## src/rtl/core/epa_pkg.sv

```systemverilog
// Shared types and constants for the energy pulse accumulator.
// No dependencies.
package epa_pkg;

  localparam int EPA_RESIDUE_WIDTH = 48;
  localparam int EPA_UNIT_WIDTH    = 32;
  localparam int MC_WIDTH          = 47;
  localparam int ON_WIDTH          = 24;
  localparam int TIMER_WIDTH       = 25;
  localparam int TOTAL_WIDTH       = 64;

  typedef logic [0:0] cfg_index_t;
  localparam cfg_index_t REG_PULSE_ENERGY = 1'b0;
  localparam cfg_index_t REG_LIT_TICKS    = 1'b1;

  typedef logic [1:0] quadrant_t;
  localparam quadrant_t QUAD_I   = 2'd0;
  localparam quadrant_t QUAD_II  = 2'd1;
  localparam quadrant_t QUAD_III = 2'd2;
  localparam quadrant_t QUAD_IV  = 2'd3;

  // Control into one residue accumulator.
  typedef struct packed {
    logic step;  // a tick is processed this cycle (not held)
    logic sel;   // this residue is the one the tick feeds
  } accum_ctrl_t;

  // Control into one indicator timer.
  typedef struct packed {
    logic step;   // a tick is processed this cycle (not held)
    logic pulse;  // a quantum completed for this indicator
  } led_ctrl_t;

endpackage

```

## src/rtl/core/epa_accum_cell.sv

```systemverilog
// One energy residue with its saturating add, quantum compare and pulse total.
// Depends on epa_pkg.
module epa_accum_cell #(
  parameter int RESIDUE_WIDTH = epa_pkg::EPA_RESIDUE_WIDTH,
  parameter int UNIT_WIDTH    = epa_pkg::EPA_UNIT_WIDTH
) (
  input  logic                          clk,
  input  logic                          rst,
  input  epa_pkg::accum_ctrl_t          ctrl,
  input  logic [UNIT_WIDTH-1:0]         mag,
  input  logic [epa_pkg::MC_WIDTH-1:0]  pulse_energy,
  output logic                          pulse
);
  import epa_pkg::*;

  localparam int SUM_W = ((RESIDUE_WIDTH > UNIT_WIDTH) ? RESIDUE_WIDTH : UNIT_WIDTH) + 1;
  localparam int CMP_W = (RESIDUE_WIDTH > MC_WIDTH) ? RESIDUE_WIDTH : MC_WIDTH;

  logic [RESIDUE_WIDTH-1:0] residue;
  logic [RESIDUE_WIDTH-1:0] residue_next;
  logic [TOTAL_WIDTH-1:0]   total;
  logic [SUM_W-1:0]         sum;
  logic [RESIDUE_WIDTH-1:0] sat;
  logic [CMP_W-1:0]         diff;
  logic                     reached;

  always_comb begin
    sum = SUM_W'(residue) + SUM_W'(mag);
    if (sum[SUM_W-1:RESIDUE_WIDTH] != '0) begin
      sat = '1;
    end else begin
      sat = sum[RESIDUE_WIDTH-1:0];
    end
    reached = CMP_W'(sat) >= CMP_W'(pulse_energy);
    diff    = CMP_W'(sat) - CMP_W'(pulse_energy);
    residue_next = reached ? diff[RESIDUE_WIDTH-1:0] : sat;
    pulse = ctrl.step && ctrl.sel && reached;
  end

  always_ff @(posedge clk) begin
    if (rst) begin
      residue <= '0;
      total   <= '0;
    end else if (ctrl.step && ctrl.sel) begin
      residue <= residue_next;
      if (reached) begin
        total <= total + TOTAL_WIDTH'(1);
      end
    end
  end

endmodule

```

## src/rtl/core/epa_led_timer.sv

```systemverilog
// Indicator on-time timer: ages a lit indicator, relights it on a pulse.
// Depends on epa_pkg.
module epa_led_timer (
  input  logic                          clk,
  input  logic                          rst,
  input  epa_pkg::led_ctrl_t            ctrl,
  input  logic [epa_pkg::ON_WIDTH-1:0]  on_count,
  output logic                          lit_next
);
  import epa_pkg::*;

  logic                   lit;
  logic [TIMER_WIDTH-1:0] timer;
  logic [TIMER_WIDTH-1:0] timer_next;
  logic [TIMER_WIDTH-1:0] aged;

  always_comb begin
    aged       = timer + TIMER_WIDTH'(1);
    lit_next   = lit;
    timer_next = timer;
    if (ctrl.step) begin
      if (lit) begin
        timer_next = aged;
        if (aged > TIMER_WIDTH'(on_count)) begin
          lit_next = 1'b0;
        end
      end
      if (ctrl.pulse) begin
        timer_next = '0;
        lit_next   = 1'b1;
      end
    end
  end

  always_ff @(posedge clk) begin
    if (rst) begin
      lit   <= 1'b0;
      timer <= '0;
    end else begin
      lit   <= lit_next;
      timer <= timer_next;
    end
  end

endmodule

```

## src/rtl/core/energy_pulse_accumulator_unit.sv

```systemverilog
// Top level of the four-quadrant energy pulse accumulator.
// Depends on epa_pkg, epa_accum_cell and epa_led_timer.
//
// Usage:
//   sample channel (sample_valid / sample_stall) carries one tick of signed
//   active and reactive energy, apparent energy and the hold flag. result
//   channel (result_valid / result_stall) returns one transaction per tick:
//   the three indicator levels, three quantum pulses and the quadrant.
//   cfg_write / cfg_index / cfg_data write the pulse energy (index 0) or the
//   indicator on-count (index 1); write only while no transaction is in flight.
// Path: a sample taken into the input register goes through the single-pass
//   update into the result register.
// Throughput: one transaction per cycle while the result side is not stalled.
//   The path that sets it is the 48-bit saturating add, compare and subtract
//   in each residue cell, run once per tick between input and result registers.
// Reset: residues, pulse totals and indicator timers clear and the timers go
//   dark, not the LED outputs; pulse energy is 1, on-count 0; both channels empty.
// Stall: a stalled result holds. The input register then holds its tick and
//   sample_stall rises; nothing is lost and state advances only when a tick
//   moves into the result register.
module energy_pulse_accumulator_unit #(
  parameter int RESIDUE_WIDTH = epa_pkg::EPA_RESIDUE_WIDTH,
  parameter int UNIT_WIDTH    = epa_pkg::EPA_UNIT_WIDTH
) (
  input  logic                          clk,
  input  logic                          rst,
  input  logic                          cfg_write,
  input  epa_pkg::cfg_index_t           cfg_index,
  input  logic [epa_pkg::MC_WIDTH-1:0]  cfg_data,
  input  logic                          sample_valid,
  output logic                          sample_stall,
  input  logic signed [UNIT_WIDTH-1:0]  active_unit,
  input  logic signed [UNIT_WIDTH-1:0]  reactive_unit,
  input  logic [UNIT_WIDTH-2:0]         apparent_unit,
  input  logic                          hold,
  output logic                          result_valid,
  input  logic                          result_stall,
  output logic                          active_led,
  output logic                          apparent_led,
  output logic                          reactive_led,
  output logic                          active_pulse,
  output logic                          apparent_pulse,
  output logic                          reactive_pulse,
  output epa_pkg::quadrant_t            quadrant
);
  import epa_pkg::*;

  // Residue slots.
  localparam int R_ACT_IMP = 0;
  localparam int R_ACT_EXP = 1;
  localparam int R_APP_IMP = 2;
  localparam int R_APP_EXP = 3;
  localparam int R_IND_IMP = 4;
  localparam int R_IND_EXP = 5;
  localparam int R_CAP_IMP = 6;
  localparam int R_CAP_EXP = 7;

  // Configuration registers.
  logic [MC_WIDTH-1:0] pulse_energy;
  logic [ON_WIDTH-1:0] lit_ticks;

  always_ff @(posedge clk) begin
    if (rst) begin
      pulse_energy <= MC_WIDTH'(1);
      lit_ticks    <= '0;
    end else if (cfg_write) begin
      case (cfg_index)
        REG_PULSE_ENERGY: pulse_energy <= cfg_data;
        REG_LIT_TICKS:    lit_ticks    <= cfg_data[ON_WIDTH-1:0];
        default:          ;
      endcase
    end
  end

  // Input register.
  logic                  in_full;
  logic [UNIT_WIDTH-1:0] in_active;
  logic [UNIT_WIDTH-1:0] in_reactive;
  logic [UNIT_WIDTH-2:0] in_apparent;
  logic                  in_hold;
  logic                  out_free;
  logic                  fire;
  logic                  step;

  assign out_free     = !result_valid || !result_stall;
  assign fire         = in_full && out_free;
  assign step         = fire && !in_hold;
  assign sample_stall = in_full && !out_free;

  always_ff @(posedge clk) begin
    if (rst) begin
      in_full <= 1'b0;
    end else if (sample_valid && !sample_stall) begin
      in_full <= 1'b1;
    end else if (fire) begin
      in_full <= 1'b0;
    end
  end

  always_ff @(posedge clk) begin
    if (sample_valid && !sample_stall) begin
      in_active   <= active_unit;
      in_reactive <= reactive_unit;
      in_apparent <= apparent_unit;
      in_hold     <= hold;
    end
  end

  // Sign and magnitude; the most negative code maps to 2^(W-1), which fits.
  logic                  act_neg;
  logic                  react_neg;
  logic [UNIT_WIDTH-1:0] act_mag;
  logic [UNIT_WIDTH-1:0] react_mag;
  logic [UNIT_WIDTH-1:0] app_mag;
  quadrant_t             quad;

  always_comb begin
    act_neg   = in_active[UNIT_WIDTH-1];
    react_neg = in_reactive[UNIT_WIDTH-1];
    act_mag   = act_neg ? (~in_active + UNIT_WIDTH'(1)) : in_active;
    react_mag = react_neg ? (~in_reactive + UNIT_WIDTH'(1)) : in_reactive;
    app_mag   = UNIT_WIDTH'(in_apparent);
    if (!act_neg) begin
      quad = react_neg ? QUAD_IV : QUAD_I;
    end else begin
      quad = react_neg ? QUAD_III : QUAD_II;
    end
  end

  // Residue cells: one per register, only the selected ones advance.
  accum_ctrl_t           cell_ctrl [8];
  logic [UNIT_WIDTH-1:0] cell_mag  [8];
  logic [7:0]            cell_pulse;

  always_comb begin
    for (int i = 0; i < 8; i++) begin
      cell_ctrl[i].step = step;
    end
    cell_ctrl[R_ACT_IMP].sel = !act_neg;
    cell_ctrl[R_ACT_EXP].sel = act_neg;
    cell_ctrl[R_APP_IMP].sel = !act_neg;
    cell_ctrl[R_APP_EXP].sel = act_neg;
    cell_ctrl[R_IND_IMP].sel = (quad == QUAD_I);
    cell_ctrl[R_CAP_EXP].sel = (quad == QUAD_IV);
    cell_ctrl[R_CAP_IMP].sel = (quad == QUAD_II);
    cell_ctrl[R_IND_EXP].sel = (quad == QUAD_III);
    cell_mag[R_ACT_IMP] = act_mag;
    cell_mag[R_ACT_EXP] = act_mag;
    cell_mag[R_APP_IMP] = app_mag;
    cell_mag[R_APP_EXP] = app_mag;
    cell_mag[R_IND_IMP] = react_mag;
    cell_mag[R_IND_EXP] = react_mag;
    cell_mag[R_CAP_IMP] = react_mag;
    cell_mag[R_CAP_EXP] = react_mag;
  end

  for (genvar g = 0; g < 8; g++) begin : g_cell
    epa_accum_cell #(
      .RESIDUE_WIDTH(RESIDUE_WIDTH),
      .UNIT_WIDTH   (UNIT_WIDTH)
    ) u_cell (
      .clk         (clk),
      .rst         (rst),
      .ctrl        (cell_ctrl[g]),
      .mag         (cell_mag[g]),
      .pulse_energy(pulse_energy),
      .pulse       (cell_pulse[g])
    );
  end

  // Per-indicator quantum pulses; export apparent lights the apparent LED.
  logic p_act;
  logic p_app;
  logic p_react;

  assign p_act   = cell_pulse[R_ACT_IMP] || cell_pulse[R_ACT_EXP];
  assign p_app   = cell_pulse[R_APP_IMP] || cell_pulse[R_APP_EXP];
  assign p_react = cell_pulse[R_IND_IMP] || cell_pulse[R_IND_EXP] ||
                   cell_pulse[R_CAP_IMP] || cell_pulse[R_CAP_EXP];

  // Indicator timers.
  led_ctrl_t act_led_ctrl;
  led_ctrl_t app_led_ctrl;
  led_ctrl_t react_led_ctrl;
  logic      act_lit_next;
  logic      app_lit_next;
  logic      react_lit_next;

  assign act_led_ctrl   = '{step: step, pulse: p_act};
  assign app_led_ctrl   = '{step: step, pulse: p_app};
  assign react_led_ctrl = '{step: step, pulse: p_react};

  epa_led_timer u_act_led (
    .clk     (clk),
    .rst     (rst),
    .ctrl    (act_led_ctrl),
    .on_count(lit_ticks),
    .lit_next(act_lit_next)
  );

  epa_led_timer u_app_led (
    .clk     (clk),
    .rst     (rst),
    .ctrl    (app_led_ctrl),
    .on_count(lit_ticks),
    .lit_next(app_lit_next)
  );

  epa_led_timer u_react_led (
    .clk     (clk),
    .rst     (rst),
    .ctrl    (react_led_ctrl),
    .on_count(lit_ticks),
    .lit_next(react_lit_next)
  );

  // Result register.
  always_ff @(posedge clk) begin
    if (rst) begin
      result_valid <= 1'b0;
    end else if (fire) begin
      result_valid <= 1'b1;
    end else if (!result_stall) begin
      result_valid <= 1'b0;
    end
  end

  always_ff @(posedge clk) begin
    if (fire) begin
      active_led     <= act_lit_next;
      apparent_led   <= app_lit_next;
      reactive_led   <= react_lit_next;
      active_pulse   <= p_act;
      apparent_pulse <= p_app;
      reactive_pulse <= p_react;
      quadrant       <= in_hold ? QUAD_I : quad;
    end
  end

endmodule

```

## config.mk

```make
export PLATFORM = sky130hd
export DESIGN_NAME = energy_pulse_accumulator_unit
export DESIGN_NICKNAME = d
export VERILOG_FILES = /design/src/rtl/core/epa_pkg.sv /design/src/rtl/core/epa_accum_cell.sv /design/src/rtl/core/epa_led_timer.sv /design/src/rtl/core/energy_pulse_accumulator_unit.sv
export SDC_FILE = /design/constraint.sdc
export NUM_CORES = 2
export LEC_CHECK = 0
export BUFFER_PORTS_ARGS = -buffer_cell sky130_fd_sc_hd__buf_2
export CORE_ASPECT_RATIO = 0.75
export CORE_MARGIN = 3
export CORE_UTILIZATION = 36
export CTS_BUF_LIST = sky130_fd_sc_hd__clkbuf_2
export DETAILED_ROUTE_END_ITERATION = 12
export PLACE_DENSITY = 0.49
export SETUP_SLACK_MARGIN = 0.5
export SKIP_CTS_REPAIR_TIMING = 1
export SLEW_MARGIN = 5
export SYNTH_ARGS = -nofsm -noshare
export SYNTH_HDL_FRONTEND = slang
export SYNTH_SLANG_ARGS = --single-unit
```

## constraint.sdc

```tcl
create_clock -name clk -period 18.9 [get_ports clk]
set_input_delay 0.945 -clock clk [delete_from_list [all_inputs] [get_ports clk]]
set_output_delay 0.945 -clock clk [all_outputs]
set_load 0.02 [all_outputs]
```

# [Word-level counts from Yosys, hierarchy flattened]
# Cells that the tools add are included.
# Widths: inputs -> output; s select.
[classes] bitwise_logic=3 n_mux=43 n_eq_ne=4 n_lt_le_gt_ge=11 add_sub_neg=21 n_reduce_logical=40
[ops] cell="$mux 48" n=16
[ops] cell="$ge 48x47->1" n=8
[ops] cell="$sub 48x47->48" n=8
[ops] cell="$add 48x32->49" n=6
[ops] cell="$mux 25" n=6
[ops] cell="$add 48x31->49" n=2
[ops] cell="$add 25x1->25 const B" n=3
[ops] cell="$gt 25x24->1" n=3
[ops] cell="$add 32x1->32 const B" n=2
[ops] cell="$mux 32" n=2
[ops] cell="$not 32->32" n=2
[ops] cell="$logic_and 1x1->1" n=18
[ops] cell="$mux 1" n=16
[ops] cell="$reduce_and 2->1" n=5
[ops] cell="$reduce_bool 2->1" n=4
[ops] cell="$logic_not 1->1" n=6
[ops] cell="$logic_or 1x1->1" n=6
[ops] cell="$mux 2" n=3
[ops] cell="$eq 2x2->1 const B" n=2
[ops] cell="$eq 2x1->1 const B" n=1
[ops] cell="$logic_not 2->1" n=1
[ops] cell="$ne 2x1->1 const B" n=1
[ops] cell="$not 1->1" n=1
[totals] word_cells=151 out_inout_bits=10 register_bits=639 inputBits=149

# [Logic depth before layout (Yosys ltp)]
[logic_depth] ltp_word=12 depth_mapped=38 depth_no_buf=34

# [By module]
# A second synthesis with hierarchy kept.
[unflattened] cells_unflattened=10110 hier_area_um2=73521.8
[modules_own_cells] module="epa_accum_cell (g_cell[1].u_cell ...)" area_per_inst_um2=7591.0 instances=4 cells_each=1091
[modules_own_cells] module="epa_accum_cell (g_cell[5].u_cell ...)" area_per_inst_um2=7432.1 instances=3 cells_each=1086
[modules_own_cells] module="epa_accum_cell (g_cell[0].u_cell)" area_per_inst_um2=7135.6 instances=1 cells_each=1002
[modules_own_cells] module="energy_pulse_accumulator_unit" area_per_inst_um2=7126.8 instances=1 cells_each=628
[modules_own_cells] module="epa_led_timer (u_app_led ...)" area_per_inst_um2=2219.6 instances=2 cells_each=288
[modules_own_cells] module="epa_led_timer (u_act_led)" area_per_inst_um2=2159.6 instances=1 cells_each=282

# [Worst setup path before layout]
# Ideal clock, no wire load.
[synth_path] path_type="flip-flop to flip-flop" from="register in_reactive[3]" to="register reactive_led (data pin)" setup_slack_ns=10.855 t_arrival_ns=7.786 stages_incl_launch_ff=35 required_time_ns=18.641 cell_sequence="edfxtp_1 nor4_2 nand3_1 or4_1 or2_2 nand2b_1 or4_1 o31ai_1 xnor2_1 ha_1 a21o_1 a21o_1 a21o_1 a221oi_1 nor2b_1 a311oi_2 o21a_1 buf_2 nand2b_1 buf_2 buf_2 buf_1 nand2_1 ha_1 a21o_1 a21o_1 a21o_1 a21oi_1 nor2b_1 a2111oi_2 o22ai_2 and2_4 a221oi_4 nand2_1 or2_1"
[synth_via] elab_chain_len=12
[synth_rtl] element="start: declaration" line_no="energy_pulse_accumulator_unit.sv:78" source="logic [UNIT_WIDTH-1:0] in_reactive;"
[synth_rtl] element="start signal: assignment" line_no="energy_pulse_accumulator_unit.sv:103" source="in_reactive <= reactive_unit;"
[synth_rtl] element="$not 32->32" line_no="energy_pulse_accumulator_unit.sv:121" source="react_mag = react_neg ? (~in_reactive + UNIT_WIDTH'(1)) : in_reactive;"
[synth_rtl] element="$add 32x1->32" line_no="energy_pulse_accumulator_unit.sv:121"
[synth_rtl] element="$mux 32 (*)" line_no="energy_pulse_accumulator_unit.sv:121"
[synth_rtl] element="$add 48x32->49" line_no="epa_accum_cell.sv:28" source="sum = SUM_W'(residue) + SUM_W'(mag);"
[synth_rtl] element="$mux 48" line_no="epa_accum_cell.sv:29" source="if (sum[SUM_W-1:RESIDUE_WIDTH] != '0) begin"
[synth_rtl] element="$ge 48x47->1" line_no="epa_accum_cell.sv:34" source="reached = CMP_W'(sat) >= CMP_W'(pulse_energy);"
[synth_rtl] element="$logic_and 1x1->1" line_no="epa_accum_cell.sv:37" source="pulse = ctrl.step && ctrl.sel && reached;"
[synth_rtl] element="$logic_or 1x1->1 (2 in series)" line_no="energy_pulse_accumulator_unit.sv:178" source="assign p_react = cell_pulse[R_IND_IMP] || cell_pulse[R_IND_EXP] ||"
[synth_rtl] element="$logic_or 1x1->1 (*)" line_no="energy_pulse_accumulator_unit.sv:179" source="cell_pulse[R_CAP_IMP] || cell_pulse[R_CAP_EXP];"
[synth_rtl] element="net p_react" line_no="energy_pulse_accumulator_unit.sv:174" source="logic p_react;"
[synth_rtl] element="$mux 1 (*)" line_no="epa_led_timer.sv:28" source="if (ctrl.pulse) begin"
[synth_rtl] element="$mux 1 (*)" line_no="epa_led_timer.sv:21" source="if (ctrl.step) begin"
[synth_rtl] element="net react_lit_next" line_no="energy_pulse_accumulator_unit.sv:187" source="logic react_lit_next;"
[synth_rtl] element="end signal: assignment" line_no="energy_pulse_accumulator_unit.sv:232" source="reactive_led <= react_lit_next;"
[synth_rtl] element="end: declaration" line_no="energy_pulse_accumulator_unit.sv:40" source="output logic reactive_led,"
# Mark *: on every way through the listed nets, which the timed path passes. The rest lies on a longest branch.
# A chain may end at the register's enable or synchronous reset.

# [Worst setup path in the final report]
[layout_path] from="register in_reactive[0]" to="register g_cell[5].u_cell.residue[38]"
[layout_via] elab_chain_len=7
[layout_rtl] element="$not 32->32" line_no="energy_pulse_accumulator_unit.sv:121"
[layout_rtl] element="$add 32x1->32" line_no="energy_pulse_accumulator_unit.sv:121"
[layout_rtl] element="$mux 32 (*)" line_no="energy_pulse_accumulator_unit.sv:121"
[layout_rtl] element="$add 48x32->49 (*)" line_no="epa_accum_cell.sv:28"
[layout_rtl] element="$mux 48 (*)" line_no="epa_accum_cell.sv:29"
[layout_rtl] element="$sub 48x47->48 or $ge 48x47->1 (tied branches)" line_no="epa_accum_cell.sv:35, epa_accum_cell.sv:34"
[layout_rtl] element="$mux 48 (*)" line_no="epa_accum_cell.sv:36" source="residue_next = reached ? diff[RESIDUE_WIDTH-1:0] : sat;"
[layout_rtl] element="end signal: assignment" line_no="epa_accum_cell.sv:45" source="residue <= residue_next;"
[layout_rtl] element="end: declaration" line_no="epa_accum_cell.sv:19" source="logic [RESIDUE_WIDTH-1:0] residue;"
# Mark *: on every way between the ends. The rest lies on a longest branch, timed or not.

==> results by group <==
Status
  – Status: finished clean

Global route
  – Vias in the first global route: 62666
  – Largest net degree at the start of global routing: 92
  – First-pass GRT wire length: 403000 um
  – Initial antenna violation count: 33
  – Grt total ovfl: 0
  – Total global-route track usage: 27.2%

Yosys
  – Simple-gate share of the synthesized area: 21.0%
  – Combinational family with the most area after synthesis: compound AO/OA/AOI/OAI gates
  – Flop and latch count out of synthesis: 639
  – Syn Area/Cell: 7.44 um2
  – Mux contribution to synthesized area: 1.34%
  – Top cells by area, synth: dfxtp_1, ha_1, a21oi_1
  – EDFF count, synth: 104
  – Most frequent cell after synthesis: nand2_1
  – Synth Area in Compound Gates: 29.3%
  – Syn_nets: 9890
  – Post-Synthesis Cells: 9012
  – Yosys cell types: 113
  – Yosys warning count: 0
  – Mapped cell area: 0.0670 mm2
  – Leading area contributor after synthesis: dfxtp_1
  – Sequential cell area fraction in the yosys report: 20.6%
  – Commonest cells in the netlist: nand2_1, a21oi_1, nor2_1
  – XOR/XNOR share of the synthesized area: 10.1%
  – Post-synth ARST share: 0%
  – Adder-cell share of the synthesized area: 13.8%
  – Yosys top cell area share: 16.0%
  – Top FF cell, synth: dfxtp_1

Die
  – Die height: 380 um
  – Initial Utilization: 36.4%
  – Die W: 504 um
  – Number of top-level pins: 159
  – Die area: 0.191 mm2
  – FP Rows: 136
  – Core ar.: 0.184 mm2

STA
  – Period Utilization, post-route: 56.2%
  – Max-Slew Margin vs Limit: 14.3%
  – Post-route minimum period: 10.63 ns
  – Final setup fails: 0
  – Fmax: 0.0941 GHz
  – Final hold vios: 0
  – Slew of the pin with the lowest slew margin: 1.27 ns
  – Clk_skew: 0.234 ns
  – Fin Setup TNS: 0 ns
  – Slew Viols, Final: 0
  – RSZ-0062 raised after global routing: no

Pwr
  – Worst IR Drop VDD: 0.0400 mV
  – Leakage: 32.2 nW
  – Power density over the cells: 70.7 mW/mm2
  – Pwr Total: 5.26 mW

Finish
  – Area growth from synthesis to layout: 10.9%
  – Register area: 0.0138 mm2
  – Fillers: 19333
  – Area occupied by multi-input gates: 0.0508 mm2
  – Nets: 10196
  – Share of layout cells above drive strength 1: 7.82%

Placement
  – DP HPWL: 197000 um
  – Routability cong.: 0.927
  – Buffers on Ports: 158

Clocking
  – CTS tree: yes
  – CTS buffer count: 198
  – Later-pin clock latency in the skew report: 1.61 ns
  – CTS root buf: clkbuf_2
  – Clk pin slew, worst setup/hold paths: 0.12 ns
  – H-tree Lvls: 4
  – Clock Tree Buf Depth: 4
  – Clock sink count: 639

Routing
  – Detail-routed via count per cell: 5.86
  – DRC: 0
  – Vias: 70041
  – Final ANT Viol Nets: 0
  – Initial drt markers: 7307
  – WL/cell: 23.2 um
  – Routed WL: 278000 um
  – First-pass detailed-route iteration total: 6

Critical path
  – Kind of critical path: reg -> reg
  – Worst stage delay on the critical path: 0.69 ns
  – CP arrival: 12.07 ns
  – Setup crit start kind: flip-flop
  – Instance count on the critical path: 32
  – CP most frequent cell: a21o_1
  – FF-to-FF path depth: 32
  – Worst Path Max Fanout: 31
  – CP bufs+invs: 1
  – CP max stage cell: edfxtp_1
  – FF-to-FF setup slack: 8.27 ns
  – Largest delay share family, worst path: compound AO/OA/AOI/OAI gates
  – Critical Path Sink Type: flip-flop
  – Worst Path Required: 20.34 ns

Flow run
  – Maximum capacitance violations: 0

Hold path
  – Hold Crit Class: in -> reg
  – WHS Path Cells: 2
[kinds of logic after synthesis]
logic type      Yosys count
simple gates           3035
buf+inv                 643
mux                      87
compound gates         3104
flops                   639
xor+xnor                775
fa+ha+maj               729
[per-layer routing]
layer	vias to the layer above	part of all wire, %	global-route usage (%)
met5	-	0	0
li1	33783	-	-
met2	2706	41	39.3
met4	0	2.8	7.55
met3	382	8.6	4.34
met1	33170	48	41.0
[sequential cells by signal (all words and copies together), names as in the netlist, 25 cells and up]
| signal | cells |
|---|---|
| g_cell.u_cell.residue | 384 |
| pulse_energy | 47 |
| in_active | 32 |
| in_reactive | 32 |
| in_apparent | 31 |
| u_act_led.timer | 25 |
| u_app_led.timer | 25 |
| u_react_led.timer | 25 |
[area by class of cell]
cell class	instances	share of cell area (%)
antenna	11	0.0370
clock buffer	280	1.88
clock inverter	66	0.419
inverter	254	1.29
multi-input combinational	7730	68.4
sequential	639	18.6
tap	2484	4.18
timing repair buffer	495	5.20
[stage by stage]
stage          hold WS (ns)  cell area (um2)  utilization [%]  setup slack (ns)  cells
2_1_floorplan         0.436            67000                -             10.86   9012
3_3_place_gp          0.444            70500             38.3              8.65  11391
3_5_place_dp          0.446            70500             38.3              8.54  11391
4_1_cts              -0.694            72200             39.2              8.49  11737
5_1_grt             -0.0247            74300             40.4              7.61  11955
6_report              0.132            74300             40.4              8.27  11959
[report_power, final]
part           total (mW)  switching, mW  internal (mW)
combinational        2.62           1.62          0.994
clock                1.17          0.752          0.415
sequential           1.47         0.0452           1.43
total                5.26           2.42           2.84
[final timing paths]
| path | startpoint | endpoint |
|---|---|---|
| max | in_reactive[0] | g_cell[5].u_cell.residue[38] |
| min | reactive_unit[0] | in_reactive[0] |
| max reg2reg | in_reactive[0] | g_cell[5].u_cell.residue[38] |
| min reg2reg | pulse_energy[11] | pulse_energy[11] |
[cells in the final DEF (no fill, tap or decap), types with 24 or more instances in the layout]
cell type      netlist  layout
o21bai_1           101     101
mux2i_1             67      67
xor2_1             341     341
a21o_1             399     399
a21oi_1           1016    1015
and4_1              35      35
nand3_1            234     234
o21a_1             117     116
clkbuf_2             0     280
nor2b_1            100      97
and3_1             147     146
nand2b_1           108     106
a211o_1             25      24
buf_2               53     157
o21ai_0            627     626
clkinv_1             2      46
nor3_1             189     189
o211ai_1            83      83
nor4_1              37      36
buf_4                7     126
dlygate4sd3_1        0     210
or2_2               31      31
a31oi_1            116     116
or3_1               39      39
a211oi_1           177     177
nand4_1            137     137
and2_1              61      57
a311oi_1            36      36
edfxtp_1           104     104
o31ai_1             61      61
xnor2_1            434     425
ha_1               713     713
nand2_1           1122    1120
inv_1              252     250
a221oi_1            30      30
dfxtp_1            535     535
nor2_1             722     720
or4_1               24      24
Note: power is estimated with default switching activity, not from simulation.
